<file path="config.mk">
export PLATFORM = sky130hd
export DESIGN_NAME = sieve_kth_erased_number
export DESIGN_NICKNAME = d
export VERILOG_FILES = /design/src/hw/rtl/sks_pkg.sv /design/src/hw/rtl/sks_ram.sv /design/src/hw/rtl/sks_seq.sv /design/src/hw/rtl/sieve_kth_erased_number.sv
export VERILOG_INCLUDE_DIRS = /design/src /design/src/hw/rtl
export SDC_FILE = /design/constraint.sdc
export NUM_CORES = 2
export LEC_CHECK = 0
export BUFFER_PORTS_ARGS = -buffer_cell sky130_fd_sc_hd__buf_4
export CELL_PAD_IN_SITES_DETAIL_PLACEMENT = 0
export CELL_PAD_IN_SITES_GLOBAL_PLACEMENT = 2
export CORE_MARGIN = 1.5
export CORE_UTILIZATION = 25
export DETAILED_ROUTE_END_ITERATION = 7
export PLACE_DENSITY_LB_ADDON = 0.1
export SYNTH_ARGS = -nofsm -noshare
export SYNTH_HDL_FRONTEND = slang
export SYNTH_SLANG_ARGS = --single-unit
</file>
<file path="constraint.sdc">
create_clock -name clk -period 15.1 [get_ports clk]
set_input_delay 1.51 -clock clk [delete_from_list [all_inputs] [get_ports clk]]
set_output_delay 1.51 -clock clk [all_outputs]
set_load 0.01 [all_outputs]
</file>
<file path="src/hw/rtl/sieve_kth_erased_number_defines.svh">
// Assertion macros shared by the sieve RTL.
// No dependencies; included by files that carry concurrent checks.
`ifndef SIEVE_KTH_ERASED_NUMBER_DEFINES_SVH
`define SIEVE_KTH_ERASED_NUMBER_DEFINES_SVH

// same-cycle implication
`define SKS_ASSERT_IMP(lbl, clk, rstn, ante, cons, msg) \
    lbl: assert property (@(posedge clk) disable iff (!rstn) (ante) |-> (cons)) \
        else $error(msg);

// next-cycle implication
`define SKS_ASSERT_NXT(lbl, clk, rstn, ante, cons, msg) \
    lbl: assert property (@(posedge clk) disable iff (!rstn) (ante) |=> (cons)) \
        else $error(msg);

`endif

</file>
<file path="src/hw/rtl/sks_pkg.sv">
// Package for the sieve block: widths, microcode encodings and program ROM.
// No dependencies.
`default_nettype none

package sks_pkg;

    localparam int MAX_N     = 1023;
    localparam int NUM_W     = 10;
    localparam int IDX_W     = NUM_W + 1;
    localparam int MAP_DEPTH = MAX_N + 1;

    typedef enum logic [3:0] {
        S_IDLE   = 4'd0,
        S_CLR    = 4'd1,
        S_OINIT  = 4'd2,
        S_OTEST  = 4'd3,
        S_OCHK   = 4'd4,
        S_IREAD  = 4'd5,
        S_ICHK   = 4'd6,
        S_IMARK  = 4'd7,
        S_IADV   = 4'd8,
        S_ONEXT  = 4'd9,
        S_HIT    = 4'd10,
        S_NF     = 4'd11
    } step_t;

    typedef enum logic [3:0] {
        OP_NOP,
        OP_LOAD,
        OP_CLEAR,
        OP_OUTER_INIT,
        OP_OUTER_SEL,
        OP_INNER_RD,
        OP_MARK,
        OP_ADV,
        OP_OUTER_INC,
        OP_OUT_HIT,
        OP_OUT_NF
    } op_t;

    typedef enum logic [2:0] {
        C_NEVER,
        C_ALWAYS,
        C_NOT_START,
        C_CLR_MORE,
        C_OUTER_GT,
        C_RD_SET,
        C_INNER_GT,
        C_HIT
    } cond_t;

    typedef struct packed {
        op_t   op;
        cond_t cond;
        step_t target;
    } ctrl_t;

    typedef struct packed {
        logic start;
        logic clr_more;
        logic outer_gt;
        logic rd_set;
        logic inner_gt;
        logic hit;
    } flags_t;

    function automatic ctrl_t rom_word(input step_t s);
        ctrl_t w;
        begin
            unique case (s)
                S_IDLE:  w = '{OP_LOAD,       C_NOT_START, S_IDLE};
                S_CLR:   w = '{OP_CLEAR,      C_CLR_MORE,  S_CLR};
                S_OINIT: w = '{OP_OUTER_INIT, C_NEVER,     S_IDLE};
                S_OTEST: w = '{OP_OUTER_SEL,  C_OUTER_GT,  S_NF};
                S_OCHK:  w = '{OP_NOP,        C_RD_SET,    S_ONEXT};
                S_IREAD: w = '{OP_INNER_RD,   C_INNER_GT,  S_ONEXT};
                S_ICHK:  w = '{OP_NOP,        C_RD_SET,    S_IADV};
                S_IMARK: w = '{OP_MARK,       C_HIT,       S_HIT};
                S_IADV:  w = '{OP_ADV,        C_ALWAYS,    S_IREAD};
                S_ONEXT: w = '{OP_OUTER_INC,  C_ALWAYS,    S_OTEST};
                S_HIT:   w = '{OP_OUT_HIT,    C_ALWAYS,    S_IDLE};
                S_NF:    w = '{OP_OUT_NF,     C_ALWAYS,    S_IDLE};
                default: w = '{OP_NOP,        C_ALWAYS,    S_IDLE};
            endcase
            return w;
        end
    endfunction

endpackage

`default_nettype wire

</file>
<file path="src/hw/rtl/sks_ram.sv">
// Generic single-port RAM with registered read.
// No dependencies.
`default_nettype none

module sks_ram #(
    parameter int WIDTH = 1,
    parameter int DEPTH = 1024
) (
    input  wire logic                     clk,
    input  wire logic                     en,
    input  wire logic                     we,
    input  wire logic [$clog2(DEPTH)-1:0] addr,
    input  wire logic [WIDTH-1:0]         wdata,
    output logic      [WIDTH-1:0]         rdata
);

    logic [WIDTH-1:0] mem [DEPTH];

    always_ff @(posedge clk)
    begin
        if (en)
        begin
            if (we)
            begin
                mem[addr] <= wdata;
            end
            else
            begin
                rdata <= mem[addr];
            end
        end
    end

endmodule

`default_nettype wire

</file>
<file path="src/hw/rtl/sks_seq.sv">
// Microcode sequencer: step counter, program ROM, conditional jumps.
// Depends on sks_pkg.
`default_nettype none

module sks_seq (
    input  wire logic            clk,
    input  wire logic            rst_n,
    input  wire sks_pkg::flags_t flags,
    output sks_pkg::ctrl_t       ctrl,
    output logic                 busy
);

    import sks_pkg::*;

    step_t step_reg;
    step_t step_next;
    logic  jump;

    assign ctrl = rom_word(step_reg);
    assign busy = (step_reg != S_IDLE);

    always_comb
    begin
        unique case (ctrl.cond)
            C_NEVER:     jump = 1'b0;
            C_ALWAYS:    jump = 1'b1;
            C_NOT_START: jump = !flags.start;
            C_CLR_MORE:  jump = flags.clr_more;
            C_OUTER_GT:  jump = flags.outer_gt;
            C_RD_SET:    jump = flags.rd_set;
            C_INNER_GT:  jump = flags.inner_gt;
            C_HIT:       jump = flags.hit;
            default:     jump = 1'b1;
        endcase
        step_next = jump ? ctrl.target : step_t'(step_reg + 4'd1);
    end

    always_ff @(posedge clk or negedge rst_n)
    begin
        if (!rst_n)
        begin
            step_reg <= S_IDLE;
        end
        else
        begin
            step_reg <= step_next;
        end
    end

endmodule

`default_nettype wire

</file>
<file path="src/hw/rtl/sieve_kth_erased_number.sv">
// Top level of the sieve block: datapath, bitmap RAM and sequencer.
// Depends on sks_pkg, sks_seq, sks_ram and the assertion macro header.
//
// Usage:
//   A request (limit, rank) is taken at a rising edge with start high and
//   busy low. busy stays high while the sieve runs.
//   Exactly one result per request: done pulses for one cycle with
//   erased_value and found. Not found gives erased_value 0, found 0.
//   The receiver cannot stall; the result is valid only in the done cycle.
//   A new request may be issued in the done cycle.
//   The run time depends on the limit, on the P primes reached, on the W
//   multiples visited and on the C of them crossed out. The sieve stops
//   early once the rank is hit. The bitmap clear of entries 0 to limit and
//   the single RAM port, one access per step, set this. One request at a
//   time.
//   Reset returns the sequencer to idle; the bitmap needs no reset since
//   each request clears the entries it uses first.
//   The bitmap is one single-port RAM with registered read.
`include "sieve_kth_erased_number_defines.svh"
`default_nettype none

module sieve_kth_erased_number (
    input  wire logic                      clk,
    input  wire logic                      rst_n,
    input  wire logic                      start,
    output logic                           busy,
    input  wire logic [sks_pkg::NUM_W-1:0] limit,
    input  wire logic [sks_pkg::NUM_W-1:0] rank,
    output logic                           done,
    output logic      [sks_pkg::NUM_W-1:0] erased_value,
    output logic                           found
);

    import sks_pkg::*;

    localparam int ADDR_W = $clog2(MAP_DEPTH);

    ctrl_t  ctrl;
    flags_t flags;

    logic [NUM_W-1:0] lim_reg,   lim_next;
    logic [NUM_W-1:0] want_reg,  want_next;
    logic [NUM_W-1:0] count_reg, count_next;
    logic [IDX_W-1:0] outer_reg, outer_next;
    logic [IDX_W-1:0] inner_reg, inner_next;
    logic             done_reg,  done_next;
    logic [NUM_W-1:0] value_reg, value_next;
    logic             found_reg, found_next;

    logic              ram_en;
    logic              ram_we;
    logic [ADDR_W-1:0] ram_addr;
    logic [0:0]        ram_wdata;
    logic [0:0]        ram_rdata;

    logic [NUM_W-1:0] count_inc;
    logic [IDX_W-1:0] lim_wide;

    sks_seq u_seq (
        .clk   (clk),
        .rst_n (rst_n),
        .flags (flags),
        .ctrl  (ctrl),
        .busy  (busy)
    );

    sks_ram #(
        .WIDTH (1),
        .DEPTH (MAP_DEPTH)
    ) u_map (
        .clk   (clk),
        .en    (ram_en),
        .we    (ram_we),
        .addr  (ram_addr),
        .wdata (ram_wdata),
        .rdata (ram_rdata)
    );

    assign lim_wide  = {1'b0, lim_reg};
    assign count_inc = count_reg + 1'b1;

    assign flags.start    = start;
    assign flags.clr_more = (inner_reg != lim_wide);
    assign flags.outer_gt = (outer_reg > lim_wide);
    assign flags.rd_set   = ram_rdata[0];
    assign flags.inner_gt = (inner_reg > lim_wide);
    assign flags.hit      = (count_inc == want_reg);

    always_comb
    begin
        lim_next   = lim_reg;
        want_next  = want_reg;
        count_next = count_reg;
        outer_next = outer_reg;
        inner_next = inner_reg;
        done_next  = 1'b0;
        value_next = value_reg;
        found_next = found_reg;
        ram_en     = 1'b0;
        ram_we     = 1'b0;
        ram_addr   = inner_reg[ADDR_W-1:0];
        ram_wdata  = 1'b0;

        unique case (ctrl.op)
            OP_NOP:
            begin
            end
            OP_LOAD:
            begin
                if (start)
                begin
                    lim_next   = limit;
                    want_next  = rank;
                    count_next = '0;
                    inner_next = '0;
                end
            end
            OP_CLEAR:
            begin
                ram_en     = 1'b1;
                ram_we     = 1'b1;
                inner_next = inner_reg + 1'b1;
            end
            OP_OUTER_INIT:
            begin
                outer_next = IDX_W'(2);
            end
            OP_OUTER_SEL:
            begin
                ram_en     = 1'b1;
                ram_addr   = outer_reg[ADDR_W-1:0];
                inner_next = outer_reg;
            end
            OP_INNER_RD:
            begin
                ram_en = 1'b1;
            end
            OP_MARK:
            begin
                ram_en     = 1'b1;
                ram_we     = 1'b1;
                ram_wdata  = 1'b1;
                count_next = count_inc;
            end
            OP_ADV:
            begin
                inner_next = inner_reg + outer_reg;
            end
            OP_OUTER_INC:
            begin
                outer_next = outer_reg + 1'b1;
            end
            OP_OUT_HIT:
            begin
                done_next  = 1'b1;
                value_next = inner_reg[NUM_W-1:0];
                found_next = 1'b1;
            end
            OP_OUT_NF:
            begin
                done_next  = 1'b1;
                value_next = '0;
                found_next = 1'b0;
            end
            default:
            begin
            end
        endcase
    end

    always_ff @(posedge clk or negedge rst_n)
    begin
        if (!rst_n)
        begin
            done_reg <= 1'b0;
        end
        else
        begin
            done_reg <= done_next;
        end
    end

    always_ff @(posedge clk)
    begin
        lim_reg   <= lim_next;
        want_reg  <= want_next;
        count_reg <= count_next;
        outer_reg <= outer_next;
        inner_reg <= inner_next;
        value_reg <= value_next;
        found_reg <= found_next;
    end

    assign done         = done_reg;
    assign erased_value = value_reg;
    assign found        = found_reg;

    `SKS_ASSERT_NXT(a_done_single, clk, rst_n, done, !done,
        "result strobe longer than one cycle")
    `SKS_ASSERT_NXT(a_accept_busy, clk, rst_n, start && !busy, busy,
        "request taken but not busy")
    `SKS_ASSERT_IMP(a_found_range, clk, rst_n, done && found,
        erased_value >= NUM_W'(2) && erased_value <= lim_reg, "found value outside 2..limit")
    `SKS_ASSERT_IMP(a_write_range, clk, rst_n, ram_we, inner_reg <= lim_wide,
        "bitmap write beyond limit")

endmodule

`default_nettype wire
</file>
== After elaboration in Yosys (flattened, before gate mapping) ==
Memory sizes are Yosys's and may differ from the RTL's. A register that Yosys moved wholly into a read port is not among the register bits.
Cells that the tools add are included.
Storage, ports and cells
  memories kept: 2
  register bits: 68
  input port bits: 23
  ROM bits: 176
  bits in writable memories: 1024
  logic and storage cells: 70
Cells by class
  reduce and logical (&&, ||, !) cells: 14
  bitwise logic cells: 1
  order comparisons: 2
  equal/unequal tests: 20
  muxes and demuxes: 17
  $add $sub $neg: 5
Memories
  u_map.mem: depth 1024, width 1, rd ports 1, clocked after memory_dff 1, write ports 1, RTL line sks_ram.sv:17  | logic [WIDTH-1:0] mem [DEPTH];
  (no name shown): depth 16, width 11, rd ports 1, clocked after memory_dff 0, write ports 0, RTL line sks_pkg.sv:70  | unique case (s)
Operators with widths (number)
  11-bit case mux with 4 select lines: 1
  10-bit case mux with 2 select lines: 2
  11-bit by 1-bit adder with 11-bit output (second input constant): 2
  11-bit by 10-bit > comparator with 1-bit output: 2
  11-bit case mux with 2 select lines: 1
  10-bit 2-to-1 mux: 2
  4-bit by 3-bit equality test with 1-bit output (second input constant): 4
  3-bit equality test (second input constant): 4
  4-bit equality test (second input constant): 3
  11-bit adder: 1
  11-bit 2-to-1 mux: 1
  11-bit by 10-bit inequality test with 1-bit output: 1
  10-bit by 1-bit adder with 10-bit output (second input constant): 1
  10-bit equality test: 1
  4-bit by 2-bit equality test with 1-bit output (second input constant): 2
  1-bit case mux with 8 select lines: 1
  2-bit AND reduction: 4
  4-bit nonzero test: 2
  1-bit 2-to-1 mux: 7
  3-bit by 2-bit equality test with 1-bit output (second input constant): 2
  2-bit nonzero test: 3
  4-bit by 1-bit adder with 4-bit output (second input constant): 1
  4-bit by 1-bit equality test with 1-bit output (second input constant): 1
  4-bit 2-to-1 mux: 1
  other kinds (8): 9

== Longest topological paths before layout ==
An unclocked memory read counts as a cell.
  word-level depth: 7
  depth in mapped cells: 22
  gate-level depth less buffers: 21

== Hierarchy ==
Synthesis repeated with hierarchy kept, for this count alone.
Second synthesis, totals
  cell total of the unflattened synthesis: 3652
  area, all modules: 48781.8 µm²
By module, submodules not included
  sks_ram: area an instance 44341.3 µm², cells each 3216, instances 1
  sieve_kth_erased_number: area an instance 3867.5 µm², cells each 369, instances 1
  sks_seq: area an instance 573.0 µm², cells each 67, instances 1

== Worst setup path before layout ==
Ideal clock, no wire load.
  path kind: reg-to-reg
  start point: register u_seq.step_reg[0]
  end point: memory u_map.mem[0] (data pin)
  stages on the path, launching flop included: 10
  path buffers: 1
  path slack: 0.126 ns
  arrival time: 12.496 ns
  data required time: 12.622 ns
  cell sequence: dfrtp_1 inv_1 ha_1 nand2b_1 a21oi_1 a21oi_1 nor2_1 nand2_1 clkbuf_1 inv_1
Between the ends
  longest elaborated chain between the ends: 3
RTL lines
  start: declaration: RTL line sks_seq.sv:15  | step_t step_reg;
  start signal: assignment: RTL line sks_seq.sv:46  | step_reg <= step_next;
  memory 16 x 11 bit
  4-bit by 3-bit equality test with 1-bit output: RTL line sieve_kth_erased_number.sv:104  | unique case (ctrl.op)
  1-bit 2-to-1 mux: RTL line sieve_kth_erased_number.sv:104
  named net ram_wdata: RTL line sieve_kth_erased_number.sv:53  | logic [0:0] ram_wdata;
  end: declaration: RTL line sks_ram.sv:17
The timed path passes the listed nets, and every way through them passes these cells.

== Final worst setup path ==
  start point: register u_seq.step_reg[0]
  end point: register u_map.rdata (read register of u_map.mem) (data pin)
Between the ends
  longest elaborated chain between the ends: 6
  elaborated cells on any way between the ends: 12
  classes of those cells: 4 x eq/ne; 3 x mux; 1 x bitwise; 3 x reduce/logical; 1 x memory
RTL lines
  memory 16 x 11 bit (*)
  4-bit by 3-bit equality test with 1-bit output / 4-bit by 2-bit equality test with 1-bit output (equally long branches): RTL line sieve_kth_erased_number.sv:104
  2-bit OR reduction (no source line)
  1-bit 2-to-1 mux: RTL line sieve_kth_erased_number.sv:104
  1-bit inverter (no source line)
  2-bit AND reduction (no source line)
  end: declaration: RTL line sks_ram.sv:14  | output logic [WIDTH-1:0] rdata
Mark *: on every way between the ends. The rest lies on a longest branch, timed or not.
A chain may end at the register's enable or synchronous reset.

==> qor.txt <==
Met3 GRT Util: 0.0272
Critical path arrival: 7.82 ns
Synth Area per Inst: 12.7 um2
Share of cells above drive strength 1: 0.0918
Final count of hold timing violations: 0
Number of flip-flops under the largest register name: 1024
CP Max Fanout: 119
Slew Limit Fails: 0
Mapped cell area: 48500 um2
Yosys cell types: 56
Status: complete, no violations
DRC viols: 0
Syn. warnings: 0
Initial DRT Pass Iterations: 5
Syn nets: 3869
Die Area: 196000 um2
Met1 usage: 0.252
Static leakage: 18.3 nW
Critical R2R Launch: u_seq.step_reg[0]
Synth top area share: 0.674
PD cells: 194 nW/um2
Cts hold-fix bufs: 0
WP buf/inv: 4
Count of boundary I/O pins: 36
Worst-Skew Late Latency: 0.78 ns
GRT Overall Usage: 0.185
Via Count: 30365
First-pass GRT wire length: 253 mm
Hold WC Path Type: input port to asynchronous set/reset pin
Clk root buf: clkbuf_16
CP required: 15.58 ns
Synth Area in XOR/XNOR: 0.00615
Initial core utilization: 0.252
CTS Buf Count: 138
Global route hottest layer: met2
Most common cell after layout, fill and taps aside: edfxtp_1
Final Cycle Share: 0.486
Post-synth EDFFs: 1088
Placer Congestion: 0.713
Post-CTS Resized: 0
Yosys top cell by area: edfxtp_1
Maximum clock path buffer count: 3
Post-synthesis mux area share: 0.110
Cells after synthesis: 3807
Endpoints failing setup: 0
CP peak stage delay: 0.90 ns
Slowest CP cell: buf_4
Seq/Total Area, Yosys: 0.677
Synth Area in Adders: 0.0102
Least-Margin Pin Slew: 1.20 ns
Async set-or-reset flop fraction in the synthesized netlist: 0.00457
VDD IR max: 0.000115 V
Post-CTS Setup Inserts: 0
Crit. Startpoint: u_seq.step_reg[0]
Synth Flop Type: edfxtp_1
CP Class: flip-flop to flip-flop
Die width: 443 um
Nature of the critical path startpoint: flip-flop
Largest family of logic cells by synthesized area: simple AND/OR/NAND/NOR gates
Routed vias/inst: 4.76
Relative slew margins: 0.199
Final Core Density: 0.288
Final Critical Period: 7.34 ns
Max-Cap Viols: 0
Synthesis-to-finish area growth: 14.5%
Total negative setup slack: 0 ns
Synth Area in Compound Gates: 0.0476
Core footprint: 193000 um2
CTS tree: yes
Unrepaired setup endpoints after global routing: no
Post-route ant nets: 0
Met2 usage: 0.307
Fmax: 136 MHz
Critical path's top delay family: buffers and inverters
Largest net degree at the start of global routing: 216
Total grt overflow: 0
Clock Sinks: 1093
# rows: 161
Largest cells by area after synthesis: edfxtp_1 (67%), mux2i_1 (11%), nor2_1 (8.2%)
Nature of the critical path endpoint: flip-flop
Die height: 443 um
CP Cell Sequence: inv_1 -> ha_1 -> nor2b_1 -> o21ai_1 -> and3_2 -> mux2i_4 -> buf_12 -> buf_4 -> buf_4 -> mux2i_1 -> o22ai_1 -> nor4_1 -> a21oi_1 -> or4_1 -> a22oi_1 -> nand4_1
Routed WL: 184 mm
Reg2reg setup slack: 7.76 ns
Clock H-tree levels: 4
Avg WL per Cell: 28.8 um
Most frequent cell on the critical path: buf_4
Fillers: 19748
CTS clk-pin slew, worst paths: 0.05 ns
Antenna violations before repair: 16
Most frequent cells in the layout: edfxtp_1 (1088), nor2_1 (1062), mux2i_1 (525), o22ai_1 (257), clkbuf_16 (142)
Port bufs: 35
Fraction of the mapped netlist area in simple logic gates: 0.117
Nets: 3812
Number of synthesized register bits: 1093
Initial drt markers: 2475
HPWL Detailed: 93.2 mm
Final Skew: 0.0237 ns
Vias in the first global route: 30645
## worst paths after layout
check,endpoint,cells past startpoint
max reg2reg,u_map.rdata,16
min,done,1
max,u_map.rdata,16
min in group clk,count_reg[9],2
max in group asynchronous,u_seq.step_reg[1],1
min reg2reg,count_reg[9],2
## cells in the mapped netlist, drive strengths merged, types with 12 or more instances
master,number
edfxtp,1088
nor2,1062
mux2i,526
o22ai,258
clkbuf,190
buf,128
nand2,123
nor4,67
a21oi,44
ha,38
inv,33
o21ai,33
nand3,30
nor3,21
xor2,20
nor2b,18
xnor2,14
o21a,13
and2,12
and3,12
## worst reg2reg max path: cells and delay by family (launching register included)
family | cells | cell delay, ns
flops | 1 | 0.50
mux | 2 | 0.69
simple gates | 5 | 1.93
fa+ha+maj | 1 | 0.37
buf+inv | 4 | 2.80
compound gates | 4 | 0.80
## power breakdown
group	internal (mW)	leakage (nW)	switching, mW
Clock	1.80	2.01	1.31
Combinational	1.13	6.28	2.68
Sequential	3.71	9.99	0.123
## area by class of cell
type                            instances  area [um2]  share of cell area
Clock buffer                          184        3720              0.0671
Multi-Input combinational cell       2363       14300               0.258
Antenna cell                            5        12.5            0.000226
Clock inverter                         50         402             0.00724
Sequential cell                      1093       32800               0.591
Inverter                               33         131             0.00237
Tap cell                             2526        3160              0.0570
Timing Repair Buffer                  121         946              0.0171
## per-layer routing
| metal | share of wire | wire length (um) |
|---|---|---|
| met2 | 0.48 | 88000 |
| met1 | 0.46 | 84400 |
| met4 | 0.022 | 3990 |
| met3 | 0.040 | 7270 |
| met5 | 0 | 0 |
## logic make-up after synthesis
logic type / count (synthesis)
fa+ha+maj: 39
mux: 531
buf+inv: 351
compound gates: 374
flops: 1093
xor+xnor: 34
simple gates: 1385
## through the flow
stage	cell area (um2)	hold slack, ns	setup slack (ns)	total power, mW	cells
final	55500	0.539	7.76	10.8	6375
after CTS	55400	0.447	7.72	11.0	6370
after global placement	51300	0.632	7.77	7.80	6136
after detailed placement	51300	0.637	7.70	7.80	6136
after floorplan	48500	0.578	0.126	6.48	3807
after global routing	55400	0.484	7.32	11.3	6371
(Power assumes the default switching activity.)
